<file path="src/ibspm_pkg.sv">
package ibspm_pkg;

  localparam int ID_BITS     = 16;
  localparam int WB          = ID_BITS - 5;                // bitmap word index bits
  localparam int WORD_COUNT  = 2 ** WB;
  localparam int SB          = (WB > 5) ? WB - 5 : 1;      // summary word index bits
  localparam int PWB         = SB + 5;                     // word index padded to summary split
  localparam int TOP_N       = 2 ** SB;                    // summary words
  localparam int TOP_CHUNKS  = (TOP_N + 31) / 32;          // 32-bit chunks of the top vector
  localparam int CB          = (TOP_CHUNKS > 1) ? $clog2(TOP_CHUNKS) : 1;
  localparam int TOP_W       = TOP_CHUNKS * 32;

  localparam logic [1:0] CMD_MARK = 2'd0;
  localparam logic [1:0] CMD_TEST = 2'd1;
  localparam logic [1:0] CMD_POP  = 2'd2;

  typedef struct packed {
    logic [1:0]  cmd;
    logic [15:0] id;
  } req_t;

  typedef struct packed {
    logic        kind;
    logic        is_set;
    logic [15:0] popped_id;
    logic        empty_res;
  } rsp_t;

  typedef struct packed {
    logic       found;
    logic [4:0] pos;
  } ffs_t;

  typedef enum logic [2:0] {
    S_IDLE,
    S_MARK,
    S_TEST,
    S_SCAN,
    S_SUM,
    S_BIT,
    S_OUT
  } state_e;

endpackage

</file>
<file path="src/ibspm_ffs.sv">
module ibspm_ffs (
  input  logic [31:0]         word,
  output ibspm_pkg::ffs_t     res
);
  import ibspm_pkg::*;

  // lowest set bit wins
  always_comb begin
    res.found = |word;
    res.pos   = 5'd0;
    for (int i = 31; i >= 0; i--) begin
      if (word[i]) begin
        res.pos = 5'(i);
      end
    end
  end

endmodule

</file>
<file path="config.mk">
export PLATFORM = sky130hd
export DESIGN_NAME = ibspm_ffs
export DESIGN_NICKNAME = d
export VERILOG_FILES = /design/src/ibspm_pkg.sv /design/src/ibspm_ffs.sv
export SDC_FILE = /design/constraint.sdc
export NUM_CORES = 1
export LEC_CHECK = 0
export ABC_AREA = 1
export BUFFER_PORTS_ARGS = -buffer_cell sky130_fd_sc_hd__buf_2
export CAP_MARGIN = 25
export CORE_AREA = 2 2 39 41
export DETAILED_ROUTE_END_ITERATION = 8
export DIE_AREA = 0 0 41 43
export PLACE_DENSITY = 0.82
export SLEW_MARGIN = 20
export SYNTH_ARGS = -nofsm -noshare
export SYNTH_HDL_FRONTEND = slang
export SYNTH_SLANG_ARGS = --single-unit
export TNS_END_PERCENT = 30
</file>
<file path="constraint.sdc">
create_clock -name vclk -period 3.5
set_clock_uncertainty 0.1 [all_clocks]
set_input_delay 0 -clock vclk [all_inputs]
set_output_delay 0 -clock vclk [all_outputs]
set_load 0.005 [all_outputs]
</file>
# Word-level counts from Yosys, hierarchy flattened
# Index checks and enable logic that the tools add are counted.
# word_totals
ff_bits,0
inputBits,32
wordCells,33
# op_classes
mux,32
reduce_logical,1
# op_table
cell,n
two-way mux 5 bit,32
OR reduction 32 bit,1

# Longest topological paths before layout
# depth
word_depth,32
ltp_mapped,31
mapped_depth_nobuf,31

# Worst setup path after synthesis
# No wires, ideal clock.
# synth_path
kind,input -> output
start,in word[30]
end,out res[0] (netlist bit)
t_arrival_ns,1.363
required_ns,3.400
path_slack_ns,2.037
path_stages,31
n_path_buf,0
path_cell_list,inv_1 -> nand2_1 -> nand2_1 -> nand2_1 -> nand2_1 -> nand2_1 -> nand2_1 -> nand2_1 -> nand2_1 -> nand2_1 -> nand2_1 -> nand2_1 -> nand2_1 -> nand2_1 -> nand2_1 -> nand2_1 -> nand2_1 -> nand2_1 -> nand2_1 -> nand2_1 -> nand2_1 -> nand2_1 -> nand2_1 -> nand2_1 -> nand2_1 -> nand2_1 -> nand2_1 -> nand2_1 -> nand2_1 -> nand2_1 -> a21oi_2
# synth_lines
element,line,rtl
from (decl),ibspm_ffs.sv:2,"input logic [31:0] word,"
to (decl),ibspm_ffs.sv:3,output ibspm_pkg::ffs_t res

==> flow_summary.ini <==
[critical_path]
critPathMaxFanout = 2
startpoint = word[30]
worst-path-stages = 33
crit_type = in2out
crit_buf_inv = 3
cpPeakStageDelay_ns = 0.12
critPathCaptureType = output port
crit_end = res[0]
cp-start-kind = input port
crit_family = simple AND/OR/NAND/NOR gates
critPathArrivalTime_ns = 1.70
slowest_stage = buf_2
worstPathRequired_ns = 3.40
crit_top_cell = nand2_1

[cells_and_area]
final_nets = 179
seq_cells = 0
area_growth_pct = 44.68
multi_input_area_um2 = 319.1
drive_gt1_share_pct = 31.03
final_cell_mix = nand2_1, buf_2, inv_1
clkbuf_count = 0
final_common_cell = nand2_1
diodes = 0
fillers = 166
post_layout_nonfiller_instances = 161
regArea_um2 = 0

[clock_network]
ctsResizeCount = 0
cts_setup_buffers = 0
hold_buffers = 0

[place]
place_congestion = 0.6599
post-dp-hpwl_mm = 1.102
numPortBuffers = 38
placed_cells = 161

[floorplan]
core_area_um2 = 1384
initial_core_util_pct = 34.00
rows = 14
die_h_um = 43
die-area_um2 = 1763
die_w_um = 41
pin_count = 38

[routing]
detail_route.iter0.violations = 7
avgRoutedWirePerCell_um = 7.435
routed_wirelength_mm = 1.197
routed-wl-met3_um = 113
ant_nets = 0
drc = 0
drtPass1Iterations = 3
route.met2.wl_um = 595
top_layer = met3
vias = 701
wl_met1_um = 489
viasPerCell = 4.354

[global_routing]
grt_pass1_wl_mm = 1.890
gr-usage-all-layers_pct = 13.89
grt_max_degree = 4
overflow = 0
grt_pass1_vias = 598
antenna_found_initial = 0

[synth]
yosys.area.top_type = nand2_1
syn-num-nets = 139
synth_top_area_share_pct = 34.31
synthTopCellsByArea = nand2_1, inv_1, nor2_1
netlist_area_um2 = 470.5
yosysSeqAreaShare_pct = 0
syn-instance-count = 107
yosysWarningCount = 0
syn_area_per_cell_um2 = 4.397
synth.distinct_cells = 17

[timing]
finalMaxSlewViolations = 0
setup_tns_ns = 0
rsz0062_at_grt = no
hold_viol_final = 0
tightest_slew_ns = 0.3580
post-route-min-period_ns = 1.803
period_share_pct = 51.50
setup_viol = 0
max-slew-margin-rel_pct = 75.91
max_clock_freq_ghz = 0.5548

[power_and_ir_drop]
swShare_pct = 49.37
p_clk_share_pct = 0
power_density_nw_per_um2 = 87.28
p_int_w = 0.00003008
seqPwrFrac_pct = 0
p_comb_share_pct = 100.0
p_switching_w = 0.00002933
peakVddDrop_uv = 27.93
p_leak_nw = 0.4700

[hold_path]
hp-class = in2out

[status]
outcome = complete, no violations

[flow_run]
maxCapViolations = 0
-- cells in the mapped netlist, drive strengths merged, types with 2 or more instances --
library cell,instances
a21oi,3
bufinv,2
inv,31
nand2,43
nand3,2
nor2,15
nor3,2
nor4,2
-- through the flow --
step                hold slack, ns  instance area [um^2]  total power [W]  worst slack, ns  utilization [%]
finish                      0.1525                 680.7       0.00005941            1.697            49.19
global route                0.1676                 680.7       0.00006833            1.414            49.19
CTS                         0.1516                 680.7       0.00005992            1.661            49.19
detailed placement          0.1516                 680.7       0.00005963            1.668            49.19
global placement            0.1478                 680.7       0.00005756            1.704            49.19
floorplan                 -0.08192                 470.5       0.00003140            2.037                -
-- cells by family (layout without fill, tap and decap cells) --
logic type | Yosys count | count (layout) | synth area share [%]
buffers and inverters | 33 | 71 | 32.18
AOI/OAI and AO/OA | 10 | 10 | 14.63
and+or+nand+nor | 64 | 64 | 53.19
-- area by class of cell --
class | instances | area share, %
multi-input combinational | 74 | 46.87
inverter | 33 | 22.24
timing repair buffer | 38 | 27.94
tap | 16 | 2.941
-- tightest hold or removal path, cell delays in order --
cell     delay, ns
buf_2         0.11
a21oi_2       0.03
buf_2         0.12
-- worst min-delay path by stage --
stage | startpoint | end | slack (ns) | depth (start not counted)
final | word[0] | res[0] | 0.15 | 3
after floorplan | word[0] | res[0] | -0.08 | 1
after CTS | word[0] | res[0] | 0.15 | 3
after detailed placement | word[0] | res[0] | 0.15 | 3
after global placement | word[0] | res[0] | 0.15 | 3
after global routing | word[0] | res[0] | 0.17 | 3
-- per-layer routing --
metal / GRT usage [%] / up-vias
li1: - / 389
met1: 13.61 / 289
met2: 29.69 / 23
met3: 0.5236 / 0
met4: 0 / 0
met5: 0 / -
-- power by group through the flow --
stage               Clock, W  Sequential, W  Combinational [W]
finish                     0              0          0.0000594
global route               0              0          0.0000683
CTS                        0              0          0.0000599
detailed placement         0              0          0.0000596
global placement           0              0          0.0000576
floorplan                  0              0          0.0000314
Power figures use the tool's default switching activity.
